==> config.mk <==
export PLATFORM = sky130hd
export DESIGN_NAME = printf_spec_parser_top
export DESIGN_NICKNAME = d
export VERILOG_FILES = /design/src/rtl/psp_pkg.sv /design/src/rtl/printf_spec_parser_top.sv
export SDC_FILE = /design/constraint.sdc
export NUM_CORES = 1
export LEC_CHECK = 0
export ABC_AREA = 1
export BUFFER_PORTS_ARGS = -buffer_cell sky130_fd_sc_hd__clkbuf_2
export CORE_MARGIN = 2
export CORE_UTILIZATION = 35
export CTS_CLUSTER_DIAMETER = 30
export CTS_CLUSTER_SIZE = 20
export DETAILED_ROUTE_END_ITERATION = 12
export PLACE_DENSITY = 0.55
export RECOVER_POWER = 25
export REMOVE_ABC_BUFFERS = 1
export SETUP_SLACK_MARGIN = 0.1
export SYNTH_ARGS = -nofsm -noshare
export SYNTH_HDL_FRONTEND = slang
export SYNTH_SLANG_ARGS = --single-unit
==> constraint.sdc <==
create_clock -name clk_i -period 10.43 [get_ports clk_i]
set_clock_uncertainty 0.05 [all_clocks]
set_input_delay 0.5215 -clock clk_i [delete_from_list [all_inputs] [get_ports clk_i]]
set_output_delay 0.5215 -clock clk_i [all_outputs]
set_load 0.005 [all_outputs]
==> src/rtl/psp_pkg.sv <==
// ----------------------------------------------------------------------------
// psp_pkg: printf conversion spec parser package
// Types, character codes, result codes and lookup functions shared by the
// parser and its checker.
// ----------------------------------------------------------------------------
package psp_pkg;

  localparam int unsigned NumBitsDefault = 16;
  localparam int unsigned FieldW         = 16;

  // parser phase
  typedef enum logic [2:0] {
    PhIdle,
    PhFlags,
    PhWidth,
    PhPrec,
    PhSpec
  } phase_e;

  // flag bit positions in the flag register
  localparam int unsigned FlagLeft  = 0;
  localparam int unsigned FlagPlus  = 1;
  localparam int unsigned FlagSpace = 2;
  localparam int unsigned FlagAlt   = 3;
  localparam int unsigned FlagZero  = 4;
  localparam int unsigned NumFlags  = 5;

  // characters
  localparam logic [7:0] ChMinus = 8'h2D;
  localparam logic [7:0] ChPlus  = 8'h2B;
  localparam logic [7:0] ChSpace = 8'h20;
  localparam logic [7:0] ChHash  = 8'h23;
  localparam logic [7:0] ChZero  = 8'h30;
  localparam logic [7:0] ChNine  = 8'h39;
  localparam logic [7:0] ChDot   = 8'h2E;

  // length codes
  localparam logic [2:0] LenNone = 3'd0;
  localparam logic [2:0] LenH    = 3'd1;
  localparam logic [2:0] LenL    = 3'd2;
  localparam logic [2:0] LenJ    = 3'd3;
  localparam logic [2:0] LenZ    = 3'd4;
  localparam logic [2:0] LenT    = 3'd5;
  localparam logic [2:0] LenBigL = 3'd6;

  // specifier codes
  localparam logic [3:0] SpecD       = 4'd0;
  localparam logic [3:0] SpecI       = 4'd1;
  localparam logic [3:0] SpecS       = 4'd2;
  localparam logic [3:0] SpecC       = 4'd3;
  localparam logic [3:0] SpecPct     = 4'd4;
  localparam logic [3:0] SpecP       = 4'd5;
  localparam logic [3:0] SpecU       = 4'd6;
  localparam logic [3:0] SpecO       = 4'd7;
  localparam logic [3:0] SpecX       = 4'd8;
  localparam logic [3:0] SpecBigX    = 4'd9;
  localparam logic [3:0] SpecF       = 4'd10;
  localparam logic [3:0] SpecBigF    = 4'd11;
  localparam logic [3:0] SpecUnknown = 4'd12;

  typedef struct packed {
    logic [7:0] ch;
    logic       starts_spec;
  } in_req_t;

  typedef struct packed {
    logic              left_align;
    logic              force_sign;
    logic              space_sign;
    logic              alt_form;
    logic              zero_pad;
    logic [FieldW-1:0] field_width;
    logic [FieldW-1:0] prec_value;
    logic [2:0]        length_code;
    logic [3:0]        specifier_code;
    logic              spec_valid;
  } out_res_t;

  // length modifier letter -> code, LenNone if not a length letter
  function automatic logic [2:0] len_lookup(logic [7:0] ch);
    logic [2:0] code;
    case (ch)
      8'h68:   code = LenH;     // h
      8'h6C:   code = LenL;     // l
      8'h6A:   code = LenJ;     // j
      8'h7A:   code = LenZ;     // z
      8'h74:   code = LenT;     // t
      8'h4C:   code = LenBigL;  // L
      default: code = LenNone;
    endcase
    return code;
  endfunction

  // conversion character -> code, SpecUnknown if not recognized
  function automatic logic [3:0] spec_lookup(logic [7:0] ch);
    logic [3:0] code;
    case (ch)
      8'h64:   code = SpecD;     // d
      8'h69:   code = SpecI;     // i
      8'h73:   code = SpecS;     // s
      8'h63:   code = SpecC;     // c
      8'h25:   code = SpecPct;   // %
      8'h70:   code = SpecP;     // p
      8'h75:   code = SpecU;     // u
      8'h6F:   code = SpecO;     // o
      8'h78:   code = SpecX;     // x
      8'h58:   code = SpecBigX;  // X
      8'h66:   code = SpecF;     // f
      8'h46:   code = SpecBigF;  // F
      default: code = SpecUnknown;
    endcase
    return code;
  endfunction

endpackage

==> src/rtl/printf_spec_parser_top.sv <==
// ----------------------------------------------------------------------------
// printf_spec_parser_top: printf conversion spec parser
// Parses the characters after a '%' one per request and emits one result
// per completed conversion spec.
// ----------------------------------------------------------------------------
// Usage: feed the characters that follow a '%' one per request, with
// starts_spec set on the first one; starts_spec always drops a parse in
// progress. Order is strict: flags (- + space # 0), width digits, optional
// '.' plus precision digits, at most one length letter (h l j z t L), then
// the conversion character, which closes the spec and produces one result.
// Any character not taken by an earlier stage is the conversion character;
// an unrecognized one gives specifier_code 12 with spec_valid low.
// Characters arriving while idle without starts_spec are dropped. Width and
// precision saturate at 2**NUM_BITS-1; the result shows their low 16 bits.
// Rate: one character per clock cycle while in_stall_o is low. Each character
// is decoded and folded into the parse state combinationally (phase decode
// plus one times-ten add and saturate compare per accumulator), and the
// result is registered into the output register, or into the skid stage
// while the output holds a stalled result. A one-entry skid stage behind the
// output register lets input continue while a result waits; in_stall_o rises
// only when both hold a result that the consumer has stalled.
// ----------------------------------------------------------------------------
module printf_spec_parser_top #(
  parameter int unsigned NUM_BITS = psp_pkg::NumBitsDefault
) (
  input  logic              clk_i,
  input  logic              rst_ni,
  input  logic              in_valid_i,
  output logic              in_stall_o,
  input  psp_pkg::in_req_t  in_req_i,
  output logic              out_valid_o,
  input  logic              out_stall_i,
  output psp_pkg::out_res_t out_res_o
);

  localparam int unsigned ExtW = NUM_BITS + 4;   // room for acc*10+9
  localparam logic [NUM_BITS-1:0] AccMax = {NUM_BITS{1'b1}};

  // parse state
  psp_pkg::phase_e                 phase_q, phase_d;
  logic [psp_pkg::NumFlags-1:0]    flags_q, flags_d;
  logic [NUM_BITS-1:0]             width_q, width_d;
  logic [NUM_BITS-1:0]             prec_q, prec_d;
  logic [2:0]                      len_q, len_d;

  // output register and skid stage
  logic              out_valid_q, out_valid_d;
  psp_pkg::out_res_t out_res_q, out_res_d;
  logic              skid_valid_q, skid_valid_d;
  psp_pkg::out_res_t skid_q, skid_d;

  logic              in_fire, out_fire;
  logic              emit;
  psp_pkg::out_res_t res;

  // working copies after a restart
  psp_pkg::phase_e              ph;
  logic [psp_pkg::NumFlags-1:0] fl;
  logic [NUM_BITS-1:0]          wacc, pacc;
  logic [2:0]                   lsel;

  logic [7:0]          ch;
  logic                is_digit, is_dot;
  logic [2:0]          len_code;
  logic                in_width, in_len, in_spec;
  logic [ExtW-1:0]     ext_digit;
  logic [ExtW-1:0]     w_sum, p_sum;
  logic [NUM_BITS-1:0] w_next, p_next;
  logic [NUM_BITS+psp_pkg::FieldW-1:0] w_ext, p_ext;

  assign in_fire  = in_valid_i && !skid_valid_q;
  assign out_fire = out_valid_q && !out_stall_i;

  assign ch       = in_req_i.ch;
  assign is_digit = (ch >= psp_pkg::ChZero) && (ch <= psp_pkg::ChNine);
  assign is_dot   = (ch == psp_pkg::ChDot);
  assign len_code = psp_pkg::len_lookup(ch);

  // restart clears everything and enters the flag stage
  always_comb begin
    if (in_req_i.starts_spec) begin
      ph   = psp_pkg::PhFlags;
      fl   = '0;
      wacc = '0;
      pacc = '0;
      lsel = psp_pkg::LenNone;
    end else begin
      ph   = phase_q;
      fl   = flags_q;
      wacc = width_q;
      pacc = prec_q;
      lsel = len_q;
    end
  end

  // acc*10 + digit as shifts and adds, then saturate
  assign ext_digit = {{NUM_BITS{1'b0}}, ch[3:0]};
  assign w_sum = ({4'b0, wacc} << 3) + ({4'b0, wacc} << 1) + ext_digit;
  assign p_sum = ({4'b0, pacc} << 3) + ({4'b0, pacc} << 1) + ext_digit;
  assign w_next = (w_sum > {4'b0, AccMax}) ? AccMax : w_sum[NUM_BITS-1:0];
  assign p_next = (p_sum > {4'b0, AccMax}) ? AccMax : p_sum[NUM_BITS-1:0];

  // next state; a character falls through stages until one takes it
  always_comb begin
    phase_d = ph;
    flags_d = fl;
    width_d = wacc;
    prec_d  = pacc;
    len_d   = lsel;
    emit    = 1'b0;

    in_width = 1'b0;
    in_len   = 1'b0;
    in_spec  = 1'b0;

    case (ph)
      psp_pkg::PhIdle: begin
        // dropped until a restart
      end
      psp_pkg::PhFlags: begin
        if (ch == psp_pkg::ChMinus) begin
          flags_d[psp_pkg::FlagLeft] = 1'b1;
        end else if (ch == psp_pkg::ChPlus) begin
          flags_d[psp_pkg::FlagPlus] = 1'b1;
        end else if (ch == psp_pkg::ChSpace) begin
          flags_d[psp_pkg::FlagSpace] = 1'b1;
        end else if (ch == psp_pkg::ChHash) begin
          flags_d[psp_pkg::FlagAlt] = 1'b1;
        end else if (ch == psp_pkg::ChZero) begin
          flags_d[psp_pkg::FlagZero] = 1'b1;
        end else begin
          in_width = 1'b1;
        end
      end
      psp_pkg::PhWidth: begin
        in_width = 1'b1;
      end
      psp_pkg::PhPrec: begin
        if (is_digit) begin
          prec_d = p_next;
        end else begin
          in_len = 1'b1;
        end
      end
      psp_pkg::PhSpec: begin
        in_spec = 1'b1;
      end
      default: begin
        phase_d = psp_pkg::PhIdle;
      end
    endcase

    if (in_width) begin
      if (is_digit) begin
        phase_d = psp_pkg::PhWidth;
        width_d = w_next;
      end else if (is_dot) begin
        phase_d = psp_pkg::PhPrec;
      end else begin
        in_len = 1'b1;
      end
    end

    if (in_len) begin
      if (len_code != psp_pkg::LenNone) begin
        phase_d = psp_pkg::PhSpec;
        len_d   = len_code;
      end else begin
        in_spec = 1'b1;
      end
    end

    if (in_spec) begin
      emit    = 1'b1;
      phase_d = psp_pkg::PhIdle;
      flags_d = '0;
      width_d = '0;
      prec_d  = '0;
      len_d   = psp_pkg::LenNone;
    end
  end

  // result as it stands when the conversion character arrives
  assign w_ext = {{psp_pkg::FieldW{1'b0}}, wacc};
  assign p_ext = {{psp_pkg::FieldW{1'b0}}, pacc};

  always_comb begin
    res.left_align     = fl[psp_pkg::FlagLeft];
    res.force_sign     = fl[psp_pkg::FlagPlus];
    res.space_sign     = fl[psp_pkg::FlagSpace];
    res.alt_form       = fl[psp_pkg::FlagAlt];
    res.zero_pad       = fl[psp_pkg::FlagZero];
    res.field_width    = w_ext[psp_pkg::FieldW-1:0];
    res.prec_value     = p_ext[psp_pkg::FieldW-1:0];
    res.length_code    = lsel;
    res.specifier_code = psp_pkg::spec_lookup(ch);
    res.spec_valid     = (res.specifier_code != psp_pkg::SpecUnknown);
  end

  // output register with skid: skid fills only if the output is stalled
  always_comb begin
    out_valid_d  = out_valid_q;
    out_res_d    = out_res_q;
    skid_valid_d = skid_valid_q;
    skid_d       = skid_q;
    if (skid_valid_q) begin
      if (out_fire) begin
        out_res_d    = skid_q;
        skid_valid_d = 1'b0;
      end
    end else if (in_fire && emit) begin
      if (out_valid_q && !out_fire) begin
        skid_valid_d = 1'b1;
        skid_d       = res;
      end else begin
        out_valid_d = 1'b1;
        out_res_d   = res;
      end
    end else if (out_fire) begin
      out_valid_d = 1'b0;
    end
  end

  always_ff @(posedge clk_i or negedge rst_ni) begin
    if (!rst_ni) begin
      phase_q      <= psp_pkg::PhIdle;
      flags_q      <= '0;
      width_q      <= '0;
      prec_q       <= '0;
      len_q        <= psp_pkg::LenNone;
      out_valid_q  <= 1'b0;
      skid_valid_q <= 1'b0;
    end else begin
      if (in_fire) begin
        phase_q <= phase_d;
        flags_q <= flags_d;
        width_q <= width_d;
        prec_q  <= prec_d;
        len_q   <= len_d;
      end
      out_valid_q  <= out_valid_d;
      skid_valid_q <= skid_valid_d;
    end
  end

  always_ff @(posedge clk_i) begin
    out_res_q <= out_res_d;
    skid_q    <= skid_d;
  end

  assign in_stall_o  = skid_valid_q;
  assign out_valid_o = out_valid_q;
  assign out_res_o   = out_res_q;

endmodule

### After elaboration in Yosys (flattened, before gate mapping)

Index checks and enable logic that the tools add are counted.

| storage, ports and cells | value |
|---|---|
| input port bits | 13 |
| word-level logic and storage cells | 146 |
| register bits | 135 |

| cells by class | value |
|---|---|
| equal/unequal tests | 32 |
| reductions and logical operators | 16 |
| $add $sub $neg | 4 |
| magnitude comparators | 4 |
| muxes and demuxes | 62 |
| bitwise gates (word level) | 1 |

Operator list:

| operator | count |
|---|---|
| $mux W45 | 4 |
| $mux W16 | 10 |
| $eq A8 B7 Y1 const B | 17 |
| $eq A8 B6 Y1 const B | 7 |
| $pmux W4 S12 | 1 |
| $add A19 B17 Y20 | 2 |
| $add A20 B4 Y20 | 2 |
| $gt A20 B16 Y1 const B | 2 |
| $mux W3 | 13 |
| $mux W1 | 27 |
| $pmux W3 S6 | 1 |
| $mux W5 | 3 |
| $reduce_and A3 Y1 | 3 |
| $ge A8 B6 Y1 const B | 1 |
| $le A8 B6 Y1 const B | 1 |
| $eq A3 B2 Y1 const B | 2 |
| $logic_and A1 B1 Y1 | 5 |
| $reduce_or A5 Y1 | 1 |
| $mux W4 | 1 |
| $ne A2 B2 Y1 const B | 2 |
| $ne A4 B4 Y1 const B | 1 |
| $reduce_bool A2 Y1 | 2 |
| $eq A3 B1 Y1 const B | 1 |
| $eq A3 B3 Y1 const B | 1 |
| other kinds (7) | 9 |

### Logic depth before layout (Yosys ltp)

| depth | value |
|---|---|
| word-level depth | 13 |
| gate-level depth with buffers | 21 |

### Least setup slack after synthesis

No wires, ideal clock.

| timing | value |
|---|---|
| kind | input to register |
| start point | input port in_req_i[7] (netlist name) |
| end point | register out_res_q, in the netlist out_res_o[0] (enable) |
| path buffers | 0 |
| data required time | 9,920 ps |
| library setup time | 460 ps |
| stages | 11 |
| arrival | 3,679 ps |
| setup slack | 6,242 ps |
| cells stage by stage | nor2_1 -> nand2_1 -> nor2_1 -> nor2_1 -> nand3_2 -> nand2_2 -> nand2_1 -> nand2_1 -> nand2_1 -> nand3_1 -> a21boi_1 |

| on the way | value |
|---|---|
| word-level cells in the longest chain between the ends | 13 |

RTL lines:

| element | line | source |
|---|---|---|
| start: declaration | printf_spec_parser_top.sv:30 | `input psp_pkg::in_req_t in_req_i,` |
| branches (longest 8 deep; another with $ge A8 B6 Y1) | - |  |
| $mux W1 * | printf_spec_parser_top.sv:164 | `if (in_len) begin` |
| $mux W1 * | printf_spec_parser_top.sv:173 | `if (in_spec) begin` |
| $logic_and A1 B1 Y1 * | printf_spec_parser_top.sv:211 | `end else if (in_fire && emit) begin` |
| $reduce_bool A2 Y1 (no source line) * | - |  |
| $reduce_and A3 Y1 (no source line) * | - |  |
| end signal: assignment | printf_spec_parser_top.sv:247 | `out_res_q <= out_res_d;` |
| end: declaration | printf_spec_parser_top.sv:48 | `psp_pkg::out_res_t out_res_q, out_res_d;` |

Mark *: on every way between the ends.
A chain may end at the register's enable or synchronous reset.

### Final worst setup path

| timing | value |
|---|---|
| start point | input port in_req_i[0] (netlist name) |
| end point | register prec_q[9] |

| on the way | value |
|---|---|
| word-level cells in the longest chain between the ends | 8 |

RTL lines:

| element | line | source |
|---|---|---|
| $mux W16 / $mux W3 (equally long branches) | printf_spec_parser_top.sv:81 | `if (in_req_i.starts_spec) begin` |
| $add A19 B17 Y20 / $eq A3 B2 Y1 (equally long branches) | printf_spec_parser_top.sv:99, printf_spec_parser_top.sv:116 |  |
| $add A20 B4 Y20 / $mux W1 (equally long branches) | printf_spec_parser_top.sv:99, printf_spec_parser_top.sv:116 |  |
| $gt A20 B16 Y1 / $mux W1 (equally long branches) | printf_spec_parser_top.sv:101, printf_spec_parser_top.sv:157 |  |
| $mux W16 / $mux W1 (equally long branches) | printf_spec_parser_top.sv:101, printf_spec_parser_top.sv:154 |  |
| $mux W16 / $mux W1 (equally long branches) | printf_spec_parser_top.sv:139, printf_spec_parser_top.sv:153 |  |
| $mux W16 / $mux W1 (equally long branches) | printf_spec_parser_top.sv:116, printf_spec_parser_top.sv:164 |  |
| $mux W16 * | printf_spec_parser_top.sv:173 |  |
| end signal: assignment | printf_spec_parser_top.sv:238 | `prec_q <= prec_d;` |
| end: declaration | printf_spec_parser_top.sv:43 | `logic [NUM_BITS-1:0] prec_q, prec_d;` |

Every way passes the cells marked *; elsewhere a longest branch is shown, timed or not.

==> flow_summary.yaml <==
run_status:
  status: "complete, but fails checks"
  violations: "capacitance limit, slew limit"
worst_hold_path:
  min_to: "in_stall_o$_DFF_PN0_"
  min_from: "out_stall_i"
  hold_depth: 3
  holdCritPathClass: "input port to flop"
logic_synthesis:
  yosysSeqAreaShare: 0.435
  syn_area_um2: 8790
  synth-simple-area-share: 0.291
  ys_seq_elements: 135
  synth_adder_area_share: 0.0928
  synth_cells: 1171
  synth_xor_area_frac: 0.0169
  synth_compound_area_frac: 0.0767
  synth_top_family_by_area: "simple AND/OR/NAND/NOR gates"
  synth.mux.area_fraction: 0
  yosysWarnings: 0
  ys_types: 36
  avgSynthCellArea_um2: 7.51
floorplanning:
  initial_core_util: 0.353
  num_rows: 58
  core_um2: 24900
  ioPinCount: 60
  chipWidth_um: 162
  die_h_um: 162
  dieArea_um2: 26400
clock_network:
  clk_path_buf_depth: 2
  clkLatencyLatePin_ns: 0.42
  cts.sinks: 135
  ctsHoldBuffers: 0
  cts_buffers: 17
  cts_root_buffer: "clkbuf_16"
  cts_resized: 0
  cts_setup_buffers: 0
  cts.clk_slew.worst_paths_ns: 0.06
  cts_tree: "done"
  h-tree-depth: 4
critical_path:
  r2r-end: "width_q[4]$_DFFE_PN0P_"
  crit_required_ns: 10.67
  crit_chain: "clkbuf_1 -> inv_2 -> nand2_1 -> xor2_1 -> inv_1 -> ha_1 -> fa_1 -> nand2_1 -> nand2_1 -> nand3_1 -> nand2_1 -> nand2_1 -> nand2_1 -> nand2_1 -> nand2_1 -> nor2_2 -> nand3_1 -> nand2_1 -> o21ai_1"
  cp_slowest_cell: "clkbuf_1"
  reg2reg_depth: 18
  crit_path_max_incr_delay_ns: 0.91
  crit_fanout: 24
  crit_path_end_kind: "flop"
  r2r_setup_slack_ns: 6.93
  r2r-start: "width_q[0]$_DFFE_PN0P_"
  cp-start-kind: "input port"
  crit_type: "input port to flop"
  cp_common_cell: "nand2_1"
  arrival_ns: 4.76
power:
  swShare: 0.292
  ir_worst_vdd_mv: 0.0963
  p_leak_nw: 5.16
  power_frac_comb: 0.184
  p_clk_frac: 0.374
  p_sw_w: 0.000459
  seq_power_share: 0.442
  p_int_w: 0.00112
  power_density_nw_per_um2: 158
timing:
  worst_pin_slew_ns: 2.65
  max_clock_freq_mhz: 221
  slew_viol_final: 46
  final-setup-viol-count: 0
  fin_crit_ns: 4.52
  post-route-period-util: 0.433
  rsz0062_at_grt: "false"
  final_hold_viol_count: 0
  worst_slack_ns: 5.91
  maxSlewHeadroom: -0.769
  tns_ns: 0
global_routing:
  antenna_found_initial: 0
  grt_pass1_vias: 7120
  track_usage: 0.172
  grt-ovfl-total: 0
  grt_pass1_wl_um: 36100
  grt_max_degree: 81
routing:
  via_count: 7366
  wire_per_inst_um: 13.9
  ant_nets: 0
  drt_iter0_drc: 383
  post-route-drc-count: 0
  firstDrtPassIters: 5
  drt-total-wl_um: 21900
  drt-vias-per-instance: 4.70
placed_design:
  io_buffers: 59
  dp_slack_ns: 6.12
  hpwl_um: 15500
  gp_congestion: 0.838
finish:
  area_growth_pct: 13.5
  nNetsFinal: 1301
  layout-drive-gt1-share: 0.0865
  final_common_cell: "nand2_1"
  diodes: 0
  layout_common_cells: "409 x nand2_1, 159 x inv_1, 109 x nor2_1"
flow_run:
  max-cap-violations: 1
==> worst max-delay path: cells and delay by family <==
kind,cells,cell delay (ns)
AND/OR/NAND/NOR,12,1.77
buffers and inverters,3,1.44
adder cells (fa/ha/maj),2,0.76
XOR/XNOR,1,0.17
AO/OA/AOI/OAI,1,0.06
==> worst max-delay path by stage <==
stage	from	depth (start not counted)	slack (ns)	to
final	in_req_i[0]	19	5.91	prec_q[9]$_DFFE_PN0P_
after global routing	in_req_i[0]	19	5.43	prec_q[2]$_DFFE_PN0P_
after CTS	in_req_i[0]	19	6.56	prec_q[9]$_DFFE_PN0P_
after detailed placement	in_req_i[0]	19	6.12	prec_q[9]$_DFFE_PN0P_
after global placement	in_req_i[0]	16	6.22	prec_q[2]$_DFFE_PN0P_
after floorplan	in_stall_o$_DFF_PN0_	5	5.17	out_res_o[0]$_DFFE_PP_
==> per-stage QoR <==
stage	util	power, W	area, um^2	hold WS [ns]	std cells
after global placement	0.379	0.00100	9430	0.415	1535
after CTS	0.402	0.00160	9990	0.176	1567
after detailed placement	0.379	0.00101	9430	0.419	1535
final	0.401	0.00157	9980	0.325	1567
after floorplan	-	0.000867	8650	0.176	1140
after global routing	0.401	0.00166	9980	0.339	1567
==> registers in the layout, summed over array words and instances, names as in the netlist <==
register	cells
skid_q	45
flags_q	5
out_valid_o	1
len_q	3
in_stall_o	1
width_q	16
out_res_o	45
phase_q	3
prec_q	16
==> synth_stat cells (all sizes together) <==
cell type / instances / area [um^2]
buf: 11 / 65.1
edfxtp: 90 / 2700
nor2: 115 / 444
a31oi: 4 / 25.0
o2111ai: 1 / 8.76
clkinv: 1 / 3.75
a21boi: 1 / 7.51
and2: 5 / 31.3
nand4: 7 / 43.8
ha: 62 / 776
clkbuf: 20 / 75.1
o21bai: 5 / 37.5
dfrtp: 45 / 1130
o22ai: 6 / 37.5
or2: 3 / 18.8
nand3b: 1 / 7.51
inv: 165 / 619
nor4: 1 / 6.26
nand3: 74 / 393
nor3: 10 / 50.1
xor2: 16 / 140
a21oi: 30 / 150
fa: 2 / 40.0
nand2: 413 / 1560
xnor2: 1 / 8.76
o21ai: 80 / 400
o21a: 1 / 7.51
and3: 1 / 6.26
==> cells by family (layout without fill, tap and decap cells) <==
family / after synthesis / after routing
adder cells (fa/ha/maj): 64 / 64
flip-flops: 135 / 135
AO/OA/AOI/OAI: 128 / 128
buffers and inverters: 197 / 263
XOR/XNOR: 17 / 17
AND/OR/NAND/NOR: 630 / 630
==> power by group through the flow <==
stage | logic [W] | registers, W | clock network [W]
6_report | 0.000291 | 0.000696 | 0.000589
5_1_grt | 0.000331 | 0.000704 | 0.000622
4_1_cts | 0.000301 | 0.000697 | 0.000601
3_5_place_dp | 0.000300 | 0.000707 | 0
3_3_place_gp | 0.000299 | 0.000706 | 0
2_1_floorplan | 0.000131 | 0.000735 | 0
==> metal layers <==
layer | wire, um | GRT usage | vias up | share of wire
met5 | 0 | 0 | - | 0
met3 | 624 | 0.0250 | 20 | 0.029
met2 | 10300 | 0.293 | 109 | 0.47
met4 | 291 | 0.0495 | 0 | 0.013
li1 | - | - | 3856 | -
met1 | 10600 | 0.230 | 3381 | 0.49
==> cell type report <==
cell class / instances / area (um^2)
Clock buffer: 23 / 468
Timing Repair Buffer: 65 / 329
Fill cell: 2613 / 14900
Inverter: 166 / 623
Sequential cell: 135 / 3830
Multi-Input combinational cell: 839 / 4220
Tap cell: 330 / 413
Clock inverter: 9 / 101
No activity file was read; power rests on OpenSTA's default activity.
